$ cat src/rtl/core/gtrs_pkg.sv
// Shared types and constants of the gap tolerant row span finder.
package gtrs_pkg;

   localparam int DEFAULT_LINE_WIDTH = 1024;
   localparam int QUEUE_DEPTH        = 4;

   localparam int X_W     = 10;
   localparam int ROW_W   = 10;
   localparam int GAP_W   = 10;
   localparam int PIX_W   = 11;
   localparam int CSR_W   = 11;

   localparam logic [GAP_W-1:0] MAX_GAP_RESET  = 10'd0;
   localparam logic [PIX_W-1:0] MIN_PIXELS_RESET = 11'd3;

   typedef enum logic [0:0] {
      CSR_MAX_GAP    = 1'b0,
      CSR_MIN_PIXELS = 1'b1
   } csr_index_type;

   typedef struct packed {
      logic [X_W-1:0]   pixel_x;
      logic [ROW_W-1:0] pixel_row;
      logic             row_end;
   } req_type;

   typedef struct packed {
      logic [X_W-1:0]   span_start_x;
      logic [X_W-1:0]   span_end_x;
      logic [ROW_W-1:0] span_row;
      logic [PIX_W-1:0] span_pixels;
      logic             last_result;
   } rsp_type;

   // Up to two spans closed by one pixel, in emission order
   typedef struct packed {
      logic    first_valid;
      logic    second_valid;
      rsp_type first;
      rsp_type second;
   } push_type;

endpackage

$ cat src/rtl/core/gtrs_tracker.sv
// Open span state, gap test and span closing for each accepted pixel.
module gtrs_tracker
   import gtrs_pkg::*;
#(
   parameter int LINE_WIDTH = DEFAULT_LINE_WIDTH
) (
   input  logic                clock,
   input  logic                reset,
   input  logic                accept,
   input  req_type             pixel,
   input  logic [GAP_W-1:0]    max_gap,
   input  logic [PIX_W-1:0]    min_pixels,
   output push_type            push
);

   localparam int CNT_W = $clog2(LINE_WIDTH + 1);
   localparam int CMP_W = (CNT_W > PIX_W) ? CNT_W : PIX_W;
   localparam logic [CNT_W-1:0] CNT_MAX = CNT_W'(LINE_WIDTH);

   logic [X_W-1:0]   start_x_ff, start_x_in;
   logic [X_W-1:0]   prev_x_ff, prev_x_in;
   logic [ROW_W-1:0] row_ff, row_in;
   logic [CNT_W-1:0] count_ff, count_in;
   logic             open_ff, open_in;

   logic             far;
   logic             close_a;
   logic             emit_a;
   logic             emit_b;
   logic [CNT_W-1:0] count_next;
   logic [X_W-1:0]   start_next;
   logic [ROW_W-1:0] row_next;
   rsp_type          span_a;
   rsp_type          span_b;

   always_comb begin
      // gap above max_gap means x > previous + max_gap + 1
      far = {2'b00, pixel.pixel_x} >
            ({2'b00, prev_x_ff} + {2'b00, max_gap} + 12'd1);
      close_a = open_ff && ((pixel.pixel_row != row_ff) || far);
      emit_a  = close_a && (CMP_W'(count_ff) >= CMP_W'(min_pixels));

      if (close_a || !open_ff) begin
         start_next = pixel.pixel_x;
         row_next   = pixel.pixel_row;
         count_next = CNT_W'(1);
      end else begin
         start_next = start_x_ff;
         row_next   = row_ff;
         count_next = (count_ff < CNT_MAX) ? count_ff + CNT_W'(1) : count_ff;
      end
      emit_b = pixel.row_end && (CMP_W'(count_next) >= CMP_W'(min_pixels));

      span_a.span_start_x = start_x_ff;
      span_a.span_end_x   = prev_x_ff;
      span_a.span_row     = row_ff;
      span_a.span_pixels  = PIX_W'(count_ff);
      span_a.last_result  = !emit_b;

      span_b.span_start_x = start_next;
      span_b.span_end_x   = pixel.pixel_x;
      span_b.span_row     = row_next;
      span_b.span_pixels  = PIX_W'(count_next);
      span_b.last_result  = 1'b1;

      push.first_valid  = accept && (emit_a || emit_b);
      push.second_valid = accept && emit_a && emit_b;
      push.first        = emit_a ? span_a : span_b;
      push.second       = span_b;

      start_x_in = start_x_ff;
      prev_x_in  = prev_x_ff;
      row_in     = row_ff;
      count_in   = count_ff;
      open_in    = open_ff;
      if (accept) begin
         start_x_in = start_next;
         row_in     = row_next;
         prev_x_in  = pixel.pixel_x;
         // row end closes the span it just joined
         open_in    = !pixel.row_end;
         count_in   = pixel.row_end ? '0 : count_next;
      end
   end

   always_ff @(posedge clock) begin
      if (reset) begin
         start_x_ff <= '0;
         prev_x_ff  <= '0;
         row_ff     <= '0;
         count_ff   <= '0;
         open_ff    <= 1'b0;
      end else begin
         start_x_ff <= start_x_in;
         prev_x_ff  <= prev_x_in;
         row_ff     <= row_in;
         count_ff   <= count_in;
         open_ff    <= open_in;
      end
   end

endmodule

$ cat src/rtl/core/gtrs_result_queue.sv
// Result queue: up to two spans in and one out a cycle, unless stalled.
module gtrs_result_queue
   import gtrs_pkg::*;
(
   input  logic     clock,
   input  logic     reset,
   input  push_type push,
   output logic     room,
   output logic     rsp_valid,
   input  logic     rsp_stall,
   output rsp_type  rsp_payload
);

   localparam int PTR_W = $clog2(QUEUE_DEPTH);
   localparam int CNT_W = $clog2(QUEUE_DEPTH + 1);

   rsp_type          entry_ff [QUEUE_DEPTH];
   logic [PTR_W-1:0] head_ff, head_in;
   logic [PTR_W-1:0] tail_ff, tail_in;
   logic [CNT_W-1:0] count_ff, count_in;
   logic             pop;
   logic [CNT_W-1:0] push_n;
   logic [PTR_W-1:0] tail_next;

   always_comb begin
      pop       = rsp_valid && !rsp_stall;
      push_n    = CNT_W'(push.first_valid) + CNT_W'(push.second_valid);
      tail_next = tail_ff + PTR_W'(1);
      head_in   = pop ? head_ff + PTR_W'(1) : head_ff;
      tail_in   = tail_ff + PTR_W'(push_n);
      count_in  = count_ff + push_n - CNT_W'(pop);
   end

   // Keep space for a full pair whatever the receiver does
   assign room        = count_ff <= CNT_W'(QUEUE_DEPTH - 2);
   assign rsp_valid   = count_ff != '0;
   assign rsp_payload = entry_ff[head_ff];

   always_ff @(posedge clock) begin
      if (push.first_valid) begin
         entry_ff[tail_ff] <= push.first;
      end
      if (push.second_valid) begin
         entry_ff[tail_next] <= push.second;
      end
   end

   always_ff @(posedge clock) begin
      if (reset) begin
         head_ff  <= '0;
         tail_ff  <= '0;
         count_ff <= '0;
      end else begin
         head_ff  <= head_in;
         tail_ff  <= tail_in;
         count_ff <= count_in;
      end
   end

endmodule

$ cat src/rtl/core/gap_tolerant_row_span_finder_core.sv
// Top level of the gap tolerant row span finder.
// Pixels of one colour arrive on the req_ channel, ascending in x within a
// row, each with its row and a last-in-row flag. Closed spans that hold at
// least the configured minimum pixel count leave on the rsp_ channel;
// last_result marks the final span caused by one pixel (a pixel closes at
// most two spans).
// The csr_ port writes max_gap (index 0) and the minimum span size (index 1).
// A span closed by an accepted pixel is written into the result queue and
// offered on rsp_ from there. Throughput: one pixel a cycle while
// req_stall is low, set by the open span register update; the output side
// moves one span a cycle unless rsp_stall is high.
// A four-entry result queue parts the channels: req_stall rises when it
// holds more than two spans, so a stalled receiver backs up the input.
// Reset clears the open span, empties the queue and restores the register
// defaults (max_gap 0, minimum span size 3).
module gap_tolerant_row_span_finder_core
   import gtrs_pkg::*;
#(
   parameter int LINE_WIDTH = DEFAULT_LINE_WIDTH
) (
   input  logic             clock,
   input  logic             reset,
   input  logic             req_valid,
   output logic             req_stall,
   input  req_type          req_payload,
   output logic             rsp_valid,
   input  logic             rsp_stall,
   output rsp_type          rsp_payload,
   input  logic             csr_write_enable,
   input  csr_index_type    csr_index,
   input  logic [CSR_W-1:0] csr_write_data
);

   logic [GAP_W-1:0] max_gap_ff, max_gap_in;
   logic [PIX_W-1:0] min_pixels_ff, min_pixels_in;
   logic             room;
   logic             accept;
   push_type         push;

   assign req_stall = !room;
   assign accept    = req_valid && room;

   always_comb begin
      max_gap_in    = max_gap_ff;
      min_pixels_in = min_pixels_ff;
      if (csr_write_enable) begin
         case (csr_index)
            CSR_MAX_GAP:    max_gap_in    = csr_write_data[GAP_W-1:0];
            CSR_MIN_PIXELS: min_pixels_in = csr_write_data[PIX_W-1:0];
            default:        ;
         endcase
      end
   end

   always_ff @(posedge clock) begin
      if (reset) begin
         max_gap_ff    <= MAX_GAP_RESET;
         min_pixels_ff <= MIN_PIXELS_RESET;
      end else begin
         max_gap_ff    <= max_gap_in;
         min_pixels_ff <= min_pixels_in;
      end
   end

   gtrs_tracker #(
      .LINE_WIDTH (LINE_WIDTH)
   ) u_tracker (
      .clock      (clock),
      .reset      (reset),
      .accept     (accept),
      .pixel      (req_payload),
      .max_gap    (max_gap_ff),
      .min_pixels (min_pixels_ff),
      .push       (push)
   );

   gtrs_result_queue u_queue (
      .clock       (clock),
      .reset       (reset),
      .push        (push),
      .room        (room),
      .rsp_valid   (rsp_valid),
      .rsp_stall   (rsp_stall),
      .rsp_payload (rsp_payload)
   );

endmodule
$ cat config.mk
export PLATFORM = sky130hd
export DESIGN_NAME = gap_tolerant_row_span_finder_core
export DESIGN_NICKNAME = d
export VERILOG_FILES = /design/src/rtl/core/gtrs_pkg.sv /design/src/rtl/core/gtrs_tracker.sv /design/src/rtl/core/gtrs_result_queue.sv /design/src/rtl/core/gap_tolerant_row_span_finder_core.sv
export SDC_FILE = /design/constraint.sdc
export NUM_CORES = 1
export LEC_CHECK = 0
export BUFFER_PORTS_ARGS = -buffer_cell sky130_fd_sc_hd__buf_2
export CORE_UTILIZATION = 25
export DETAILED_ROUTE_END_ITERATION = 8
export GPL_ROUTABILITY_DRIVEN = 0
export PLACE_DENSITY = 0.42
export REMOVE_ABC_BUFFERS = 1
export SLEW_MARGIN = 10
export SYNTH_ARGS = -nofsm -noshare
export SYNTH_HDL_FRONTEND = slang
export SYNTH_HIERARCHICAL = 1
export SYNTH_SLANG_ARGS = --single-unit
export TNS_END_PERCENT = 5
$ cat constraint.sdc
create_clock -name clock -period 11.27 [get_ports clock]
set_clock_uncertainty 0.2 [all_clocks]
set_input_delay 1.127 -clock clock [delete_from_list [all_inputs] [get_ports clock]]
set_output_delay 1.127 -clock clock [all_outputs]
set_load 0.05 [all_outputs]
; After elaboration in Yosys (flattened, before gate mapping)
; Memory sizes are Yosys's and may differ from the RTL's. A register that Yosys moved wholly into a read port is not among the register bits.
; Index checks and enable logic that the tools add are counted.
; Widths: inputs -> output; s select.
[op_classes]
add_sub_neg = 9
magnitude_cmp = 5
eq_ne = 1
mux = 12
bitwise_logic = 1
n_reduce_logical = 19
[op_table]
columns = op, n
row1 = $mux 42, 1
row2 = $mux 11, 3
row3 = $ge 11x11->1, 2
row4 = $mux 10, 2
row5 = $add 12x1->12 const B, 1
row6 = $gt 10x12->1, 1
row7 = $add 10x10->11, 1
row8 = $add 11x1->11 const B, 1
row9 = $lt 11x11->1 const B, 1
row10 = $ne 10x10->1, 1
row11 = $logic_and 1x1->1, 8
row12 = $logic_not 1->1, 5
row13 = $add 2x1->2 const B, 2
row14 = $mux 1, 4
row15 = $mux 2, 2
row16 = $reduce_and 2->1, 2
row17 = $add 3x3->3, 1
row18 = $le 3x2->1 const B, 1
row19 = $logic_or 1x1->1, 3
row20 = $reduce_bool 3->1, 1
row21 = $sub 3x1->3, 1
row22 = $add 1x1->2, 1
row23 = $add 2x2->2, 1
row24 = $not 1->1, 1
[totals]
reg_bits = 70
ram_bits = 168
inputBits = 38
out_inout_bits = 44
word_cells = 58
memories = 1
[memory_table]
columns = name, words, width, read_ports, rd_ports_with_merged_regs, wr, line
row1 = u_queue.entry_ff, 4, 42, 1, 1, 2, gtrs_result_queue.sv:17  ; rsp_type entry_ff [QUEUE_DEPTH];

; Longest topological paths before layout
; Gate-level depths: netlist of the first run.
[depth]
word_depth = 14
mapped_depth = 35
depth_no_buf = 33

; Modules after synthesis
; Netlist of the first run, hierarchy kept.
[modules_own_cells]
columns = module, n_inst, cells_per_inst, area_each_um2, seq_area_each_um2
row1 = gtrs_result_queue, 1, 459, 8509.4, 5225.0
row2 = gtrs_tracker, 1, 489, 4145.2, 840.8
row3 = gap_tolerant_row_span_finder_core, 1, 86, 910.9, 420.4

; Worst setup path after synthesis of the first run
; Ideal clock, no wire load.
[synth_timing]
kind = register to register
startpoint = register max_gap_ff[0]
endpoint = memory u_queue/entry_ff[0][0] in the netlist's numbering, enable pin
setup_ps = 500
arrival_time_ps = 7196
t_required_ps = 10570
path_slack_ps = 3374
path_stages_with_launch = 27
path_buffers = 2
synth_period_minus_slack_ps = 7896
path_cell_list = dfxtp_1 > inv_1 > ha_1 > fa_1 > nor2b_1 > o31a_1 > o21a_1 > o21ai_0 > nand2b_1 > xnor2_1 > ha_1 > nand4_1 > nor3_1 > or3_1 > a221o_1 > buf_6 > nand2_1 > clkbuf_1 > nor2_1 > ha_1 > a21oi_1 > a21oi_1 > o221ai_1 > a21oi_1 > o21a_1 > nand2b_1 > o21ai_0
[synth_rtl]
columns = item, line
row1 = "start, declared", gap_tolerant_row_span_finder_core.sv:34  ; logic [GAP_W-1:0] max_gap_ff, max_gap_in;
row2 = "start signal, assigned", gap_tolerant_row_span_finder_core.sv:60  ; max_gap_ff <= max_gap_in;
row3 = "end, declared", gtrs_result_queue.sv:17

==> Implementation_results.wiki, run 1 <==
{| class="wikitable"
! Metric !! Value
|-
| Status || finished, final reports clean
|-
| Final Hold Vio Count || 0
|-
| Total routing resource utilization after global routing || 0.136
|-
| Final number of setup-violating endpoints || 0
|-
| Slew at the pin closest to its max-slew limit || approximately 1.0 ns
|-
| Die Height || about 230 um
|-
| Post-route worst setup slack || ~3.4 ns
|-
| Setup bufs post-CTS || 0
|-
| Category of the critical setup timing path || reg -> reg
|-
| Average size of a mapped cell || approximately 13 um2
|-
| Maximum level of the CTS H-tree || 1
|-
| Post-synthesis async set-or-reset flop share || 0
|-
| Family with the most delay on the worst path || simple AND/OR/NAND/NOR gates
|-
| Clock sink count || between 200 and 250
|-
| Number of stages on the worst setup path || 25
|-
| Critical path's most frequent cell || ha_1
|-
| Number of I/O port buffers || 81
|-
| Floorplan die area || approximately 0.055 mm2
|-
| Clk pin slew, worst setup/hold paths || roughly 0.060 ns
|-
| Number of different library cells in the post-synthesis netlist || 70
|-
| Core area || about 0.054 mm2
|-
| Fin cells || between 1.5k and 2k
|-
| Post_cts resized || 0
|-
| Startpoint types || flop
|-
| Setup repair after global routing missed its margin || no
|-
| Crit path to || u_queue/entry_ff[1][12]
|-
| Wire length of the first global-routing pass || between 50 and 60 mm
|-
| Wire length reported by the detailed router || 37.4 mm
|-
| Reg2reg path depth || 25
|-
| Standby leakage power || 5.52 nW
|-
| Critical path required time || 11.37 ns
|-
| Horizontal die dimension || ~230 um
|-
| Initial core utilization || 0.253
|-
| Number of cells after detailed placement || 1741
|-
| Origin of the worst setup path || max_gap_ff[1]
|-
| Fraction of layout instances using a drive strength above 1 || 0.337
|-
| Residual DRC || 0
|-
| Overflow after GRT || 0
|-
| Number of core rows || 85
|-
| Latest clock arrival within the worst-skew pair || around 0.58 ns
|-
| PwrDens || 164 mW/mm2
|-
| Post-DR vias/cell || between 4 and 5
|-
| Detailed Routing Iterations Pass 1 || 6
|-
| Final-report max-slew violation count || 0
|-
| Post-Route Setup TNS || 0 ns
|-
| Top-level port count || 82
|-
| Launching point of the worst reg2reg path || max_gap_ff[1]
|-
| Number of antenna violations at the first check in global routing || 1
|-
| Final cell area excluding filler cells || around 0.015 mm2
|-
| Most common flop cell mapped by yosys || edfxtp_1
|-
| Post-synthesis instance area || approximately 0.014 mm2
|-
| Routed length per placed instance || about 21 um
|-
| Most common cell after layout, fill and taps aside || edfxtp_1
|-
| Arrival @ worst endpoint || 7.97 ns
|-
| FF-to-FF setup slack || 3.41 ns
|-
| Headroom to the max-slew limit || 0.320
|-
| Count of warnings emitted by yosys || 6
|-
| Count of buffer and inverter cells on the critical path || 2
|-
| Clock tree from TritonCTS || done
|-
| Number of buffers created by CTS || 30
|-
| EDFF count, synth || 168
|-
| Utilization of the core after routing || 0.288
|-
| Number of violations reported at the end of detailed-routing iteration 0 || ~440
|-
| Minimum setup slack after placement || 3.05 ns
|-
| Number of antenna diodes || 0
|-
| Cell count after synthesis || between 1k and 1.5k
|-
| HPWL after detailed placement || approximately 23 mm
|-
| Post-route total power || approximately 2.5 mW
|-
| Flop and latch count out of synthesis || 240
|-
| Number of max-capacitance violations reported || 0
|-
| Max FO, Critical Path || 37
|-
| IR drop worst, VDD || 103 uV
|-
| Crit. End Element || flop
|-
| Achievable clock frequency || roughly 130 MHz
|-
| Number of routed nets with antenna violations || 0
|-
| Class of the most critical hold timing path || reg -> reg
|-
| Vias in the first global route || roughly 8.7k
|-
| Hold-fix buffers, CTS || 0
|-
| Sequential fraction of the synthesis area || 0.478
|-
| Master cell of the clock root buffer || clkbuf_16
|-
| Area after detailed placement || 0.0145 mm2
|-
| Critical path's largest stage delay || around 0.70 ns
|-
| Worst-case clock buffer depth || 3
|-
| Critical R2R Capture || u_queue/entry_ff[1][12]
|-
| Routed via count || ~8.4k
|-
| Post-layout minimum cycle time || roughly 7.9 ns
|-
| Leading cell types in the layout, fill and taps excluded || edfxtp_1 (168), mux2_2 (156), buf_2 (81), dfxtp_1 (70), nand2b_1 (54)
|-
| Pin count of the biggest net entering global routing || 95
|-
| Worst hold-check slack || about 0.28 ns
|-
| Nets || around 1.2k
|-
| Cell type of the slowest stage on the worst timing path || nand2_1
|-
| Ratio of final minimum period to clock period || 0.698
|-
| Post-synthesis to final-layout area growth || 14.1%
|}
cell usage after synthesis (12+ instances only):
cell type | count | area [um2]
a211o_1 | 12 | 105
mux2_1 | 42 | 473
buf_4 | 12 | 90.1
o21ai_0 | 15 | 75.1
edfxtp_1 | 168 | 5040
a21oi_1 | 31 | 155
nand2b_1 | 54 | 338
mux4_2 | 42 | 946
dfxtp_1 | 72 | 1440
xnor2_1 | 25 | 219
inv_1 | 34 | 128
nand2_1 | 23 | 86.3
nor2_1 | 42 | 158
mux2_2 | 156 | 1760
clkbuf_1 | 41 | 154
ha_1 | 48 | 601
mux2i_1 | 47 | 470
nand3_1 | 16 | 80.1
buf_2 | 19 | 95.1
cell type report:
class / instances / area (um2)
Clock buffer: 45 / 856
Clock inverter: 8 / 72.6
Fill cell: 5465 / 38200
Inverter: 36 / 135
Multi-Input combinational cell: 675 / 6540
Sequential cell: 240 / 6490
Tap cell: 696 / 871
Timing Repair Buffer: 94 / 503
worst min path at each step:
stage	endpoint	cells after the start	start
finish	min_pixels_ff[9]	2	min_pixels_ff[9]
global route	min_pixels_ff[9]	2	min_pixels_ff[9]
CTS	min_pixels_ff[6]	2	min_pixels_ff[6]
detailed placement	min_pixels_ff[6]	2	min_pixels_ff[6]
global placement	min_pixels_ff[6]	2	min_pixels_ff[6]
floorplan	min_pixels_ff[1]	1	min_pixels_ff[1]
tightest hold or removal path, delay by kind of cell (launching register included):
family           cells  cell delay [ns]
flip-flops           1             0.31
multiplexers         1             0.06
AND/OR/NAND/NOR      1             0.06
sequential cells by signal, summed over array words and instances (netlist names), 2 cells and up, named ones only:
register	cells
u_queue/entry_ff	168
max_gap_ff	10
u_tracker/row_ff	10
u_tracker/start_x_ff	10
u_queue/head_ff	2
u_tracker/count_ff	11
min_pixels_ff	11
u_queue/tail_ff	2
u_tracker/prev_x_ff	10
u_queue/count_ff	3
cells by family after synthesis:
| family | Yosys count | synth area share |
|---|---|---|
| AOI/OAI and AO/OA | 97 | 0.0504 |
| xor gates and xnor gates | 28 | 0.0181 |
| adders and majority gates | 50 | 0.0472 |
| buffers and inverters | 119 | 0.0438 |
| DFF | 240 | 0.478 |
| muxes | 297 | 0.280 |
| other | 1 | 0.000276 |
| and+or+nand+nor | 202 | 0.0823 |
power breakdown:
group	leakage (nW)	internal, mW	switching (mW)
clock	0.459	0.542	0.375
combinational	2.95	0.218	0.380
sequential	2.12	0.975	0.0488
total	5.52	1.73	0.804
per-layer routing:
metal / track usage / routed length, um / share of wire
met1: 0.194 / 18300 / 0.49
met2: 0.218 / 17100 / 0.46
met3: 0.0188 / 1400 / 0.037
met4: 0.0309 / 582 / 0.016
met5: 0 / 17 / 0.00045
No activity file was read; power rests on OpenSTA's default activity.
==> run 2, diff against run 1 <==
- clock period: 11.27 -> 7.84 ns (I/O delays scaled with it)
==> Implementation_results.wiki, run 2 (synthesis gave the netlist of run 1 again) <==
{| class="wikitable"
! Metric !! Value
|-
| Hold Path Sink || min_pixels_ff[1] (was min_pixels_ff[9])
|-
| Post-DR vias/cell || 4.66 (was 4.69)
|-
| Routed via count || 8412 (unchanged)
|-
| Post-Route Setup TNS || 0 ns (unchanged)
|-
| Hold-fix buffers, CTS || 0 (unchanged)
|-
| Cell depth of the worst hold path || 1 (was 2)
|-
| Most flop-heavy register || u_queue/entry_ff (unchanged)
|-
| Launching point of the worst reg2reg path || u_tracker/prev_x_ff[1] (was max_gap_ff[1])
|-
| Clk pin slew, worst setup/hold paths || 0.06 ns (about the same)
|-
| Floorplan die area || 0.0552 mm2 (unchanged)
|-
| Arrival @ worst endpoint || 7.02 ns (was 7.97 ns)
|-
| Worst-case clock buffer depth || 3 (unchanged)
|-
| Class of the most critical hold timing path || reg -> reg (unchanged)
|-
| Achievable clock frequency || 147 MHz (was 127 MHz)
|-
| Ratio of final minimum period to clock period || 0.867 (was 0.698)
|-
| Clock tree from TritonCTS || done (unchanged)
|-
| Cell type of the slowest stage on the worst timing path || dfxtp_1 (was nand2_1)
|-
| Net switching power || 1.17 mW (was 0.804 mW)
|-
| Wire length reported by the detailed router || 38.3 mm (was 37.4 mm)
|-
| Number of routed nets with antenna violations || 0 (unchanged)
|-
| P_int || 2.70 mW (was 1.73 mW)
|-
| Post-route worst setup slack || 1.04 ns (was 3.41 ns)
|-
| Headroom to the max-slew limit || 0.183 (was 0.320)
|-
| FF-to-FF setup slack || 1.04 ns (was 3.41 ns)
|-
| Detailed Routing Iterations Pass 1 || 4 (was 6)
|-
| Final Hold Vio Count || 0 (unchanged)
|-
| Footprint of the flip-flops and latches || 0.00649 mm2 (unchanged)
|-
| Latest clock arrival within the worst-skew pair || 0.57 ns (was 0.58 ns)
|-
| Residual DRC || 0 (unchanged)
|-
| Vias in the first global route || 8783 (was 8733)
|-
| Minimum setup slack after placement || 1.09 ns (was 3.05 ns)
|-
| Die Height || 235 um (unchanged)
|-
| Max FO, Critical Path || 36 (was 37)
|-
| Switching power as a share of total power || 0.302 (was 0.317)
|-
| Crit. End Element || flop (unchanged)
|-
| Status || finished, final reports clean (unchanged)
|-
| Top Registers || u_queue/entry_ff (168), min_pixels_ff (11), u_tracker/count_ff (11) (unchanged)
|-
| Fraction of layout instances using a drive strength above 1 || 0.344 (was 0.337)
|-
| Initial core utilization || 0.253 (unchanged)
|-
| Routed length per placed instance || 21.2 um (was 20.9 um)
|-
| Number of buffers created by CTS || 30 (unchanged)
|-
| Count of buffer and inverter cells on the critical path || 4 (was 2)
|-
| Number of I/O port buffers || 81 (unchanged)
|-
| Hold path startpoint || min_pixels_ff[1] (was min_pixels_ff[9])
|-
| Post_cts resized || 0 (unchanged)
|-
| Top-level port count || 82 (unchanged)
|-
| Clock network power share || 0.398 (was 0.361)
|-
| Setup repair after global routing missed its margin || no (unchanged)
|-
| Slew at the pin closest to its max-slew limit || 1.21 ns (was 1.01 ns)
|-
| Startpoint types || flop (unchanged)
|-
| Horizontal die dimension || 235 um (unchanged)
|-
| Most common cell after layout, fill and taps aside || edfxtp_1 (unchanged)
|-
| Pin count of the biggest net entering global routing || 51 (was 95)
|-
| Post-layout minimum cycle time || 6.80 ns (was 7.86 ns)
|-
| HPWL after detailed placement || 24.3 mm (was 22.9 mm)
|-
| Overflow after GRT || 0 (unchanged)
|-
| Reg2reg path depth || 30 (was 25)
|-
| Post-synthesis to final-layout area growth || 16.1% (was 14.1%)
|-
| Multi-input logic area || 0.00654 mm2 (about the same)
|-
| Family with the most delay on the worst path || adder cells (was simple AND/OR/NAND/NOR gates)
|-
| PwrDens || 246 mW/mm2 (was 164 mW/mm2)
|-
| Layout fillers || 5424 (was 5465)
|-
| Comb power frac || 0.222 (was 0.235)
|-
| Number of core rows || 85 (unchanged)
|-
| Critical path's most frequent cell || ha_1 (unchanged)
|-
| Category of the critical setup timing path || reg -> reg (unchanged)
|-
| Critical R2R Capture || u_queue/count_ff[2] (was u_queue/entry_ff[1][12])
|-
| Number of antenna violations at the first check in global routing || 0 (was 1)
|-
| Critical path's largest stage delay || 0.39 ns (was 0.70 ns)
|-
| Core area || 0.0537 mm2 (unchanged)
|-
| Nets || 1173 (was 1165)
|-
| Leading cell types in the layout, fill and taps excluded || edfxtp_1 (168), mux2_2 (156), buf_2 (81), dfxtp_1 (70), nand2b_1 (54) (unchanged)
|-
| Setup bufs post-CTS || 0 (unchanged)
|-
| Maximum level of the CTS H-tree || 1 (unchanged)
|-
| Final number of setup-violating endpoints || 0 (unchanged)
|-
| Wire length of the first global-routing pass || 57.8 mm (was 57.3 mm)
|-
| Final-report max-slew violation count || 0 (unchanged)
|-
| Number of max-capacitance violations reported || 0 (unchanged)
|-
| Standby leakage power || 5.64 nW (was 5.52 nW)
|-
| IR drop worst, VDD || 170 uV (was 103 uV)
|-
| Number of flip-flops under the largest register name || 168 (unchanged)
|-
| Reg power frac || 0.380 (was 0.403)
|-
| Total routing resource utilization after global routing || 0.138 (was 0.136)
|-
| Critical path required time || 8.06 ns (was 11.37 ns)
|-
| Number of antenna diodes || 0 (unchanged)
|-
| Clock sink count || 240 (unchanged)
|-
| Utilization of the core after routing || 0.293 (was 0.288)
|-
| Master cell of the clock root buffer || clkbuf_16 (unchanged)
|-
| Number of violations reported at the end of detailed-routing iteration 0 || 594 (was 435)
|}
[run 2: changes by cell type in the layout (fill, tap and decap cells not counted), sizes merged]
| cell | before | now |
|---|---|---|
| buf | 94 | 102 |
| bufinv | 1 | 5 |
| clkbuf | 45 | 48 |
| clkinv | 8 | 3 |
| clkinvlp | 0 | 1 |
[run 2: cell type report]
class	count	area share
flip-flops and latches	240	0.412
inverters	36	0.00858
clock inverters	8	0.0106
multi-input cells	675	0.415
well taps	696	0.0553
clock buffers	48	0.0605
repair buffers	102	0.0374
[run 2: worst max path at each step]
stage          depth (start not counted)                   start  slack (ns)                     end
3_5_place_dp                          32           max_gap_ff[0]        1.09     u_queue/count_ff[2]
4_1_cts                               32  u_tracker/prev_x_ff[0]        1.06     u_queue/count_ff[2]
6_report                              30  u_tracker/prev_x_ff[1]        1.04     u_queue/count_ff[2]
3_3_place_gp                          32           max_gap_ff[0]        1.25     u_queue/count_ff[2]
2_1_floorplan                         24           max_gap_ff[0]       -0.92  u_queue/entry_ff[2][0]
5_1_grt                               30  u_tracker/prev_x_ff[1]        0.68     u_queue/count_ff[2]
[run 2: power groups by stage]
stage	Combinational [mW]	Sequential, mW	Clock (mW)
after global placement	0.874	1.50	0
after CTS	0.879	1.48	1.59
final	0.861	1.47	1.54
after detailed placement	0.875	1.50	0
after floorplan	0.631	1.49	0
after global routing	0.929	1.48	1.64
[run 2: layer usage]
metal	track usage	part of all wire	up-vias
li1	-	-	3975
met1	0.198	0.49	4217
met2	0.217	0.45	172
met3	0.0199	0.038	48
met4	0.0337	0.018	0
met5	0	0	-
[run 2: through the flow]
step | std cells | hold slack, ns | area (um2) | power, mW
global route | 1805 | 0.289 | 15700 | 4.05
finish | 1805 | 0.260 | 15700 | 3.88
detailed placement | 1749 | 0.255 | 14600 | 2.38
global placement | 1749 | 0.255 | 14600 | 2.38
CTS | 1805 | 0.250 | 15700 | 3.95
floorplan | 951 | 0.235 | 13100 | 2.12
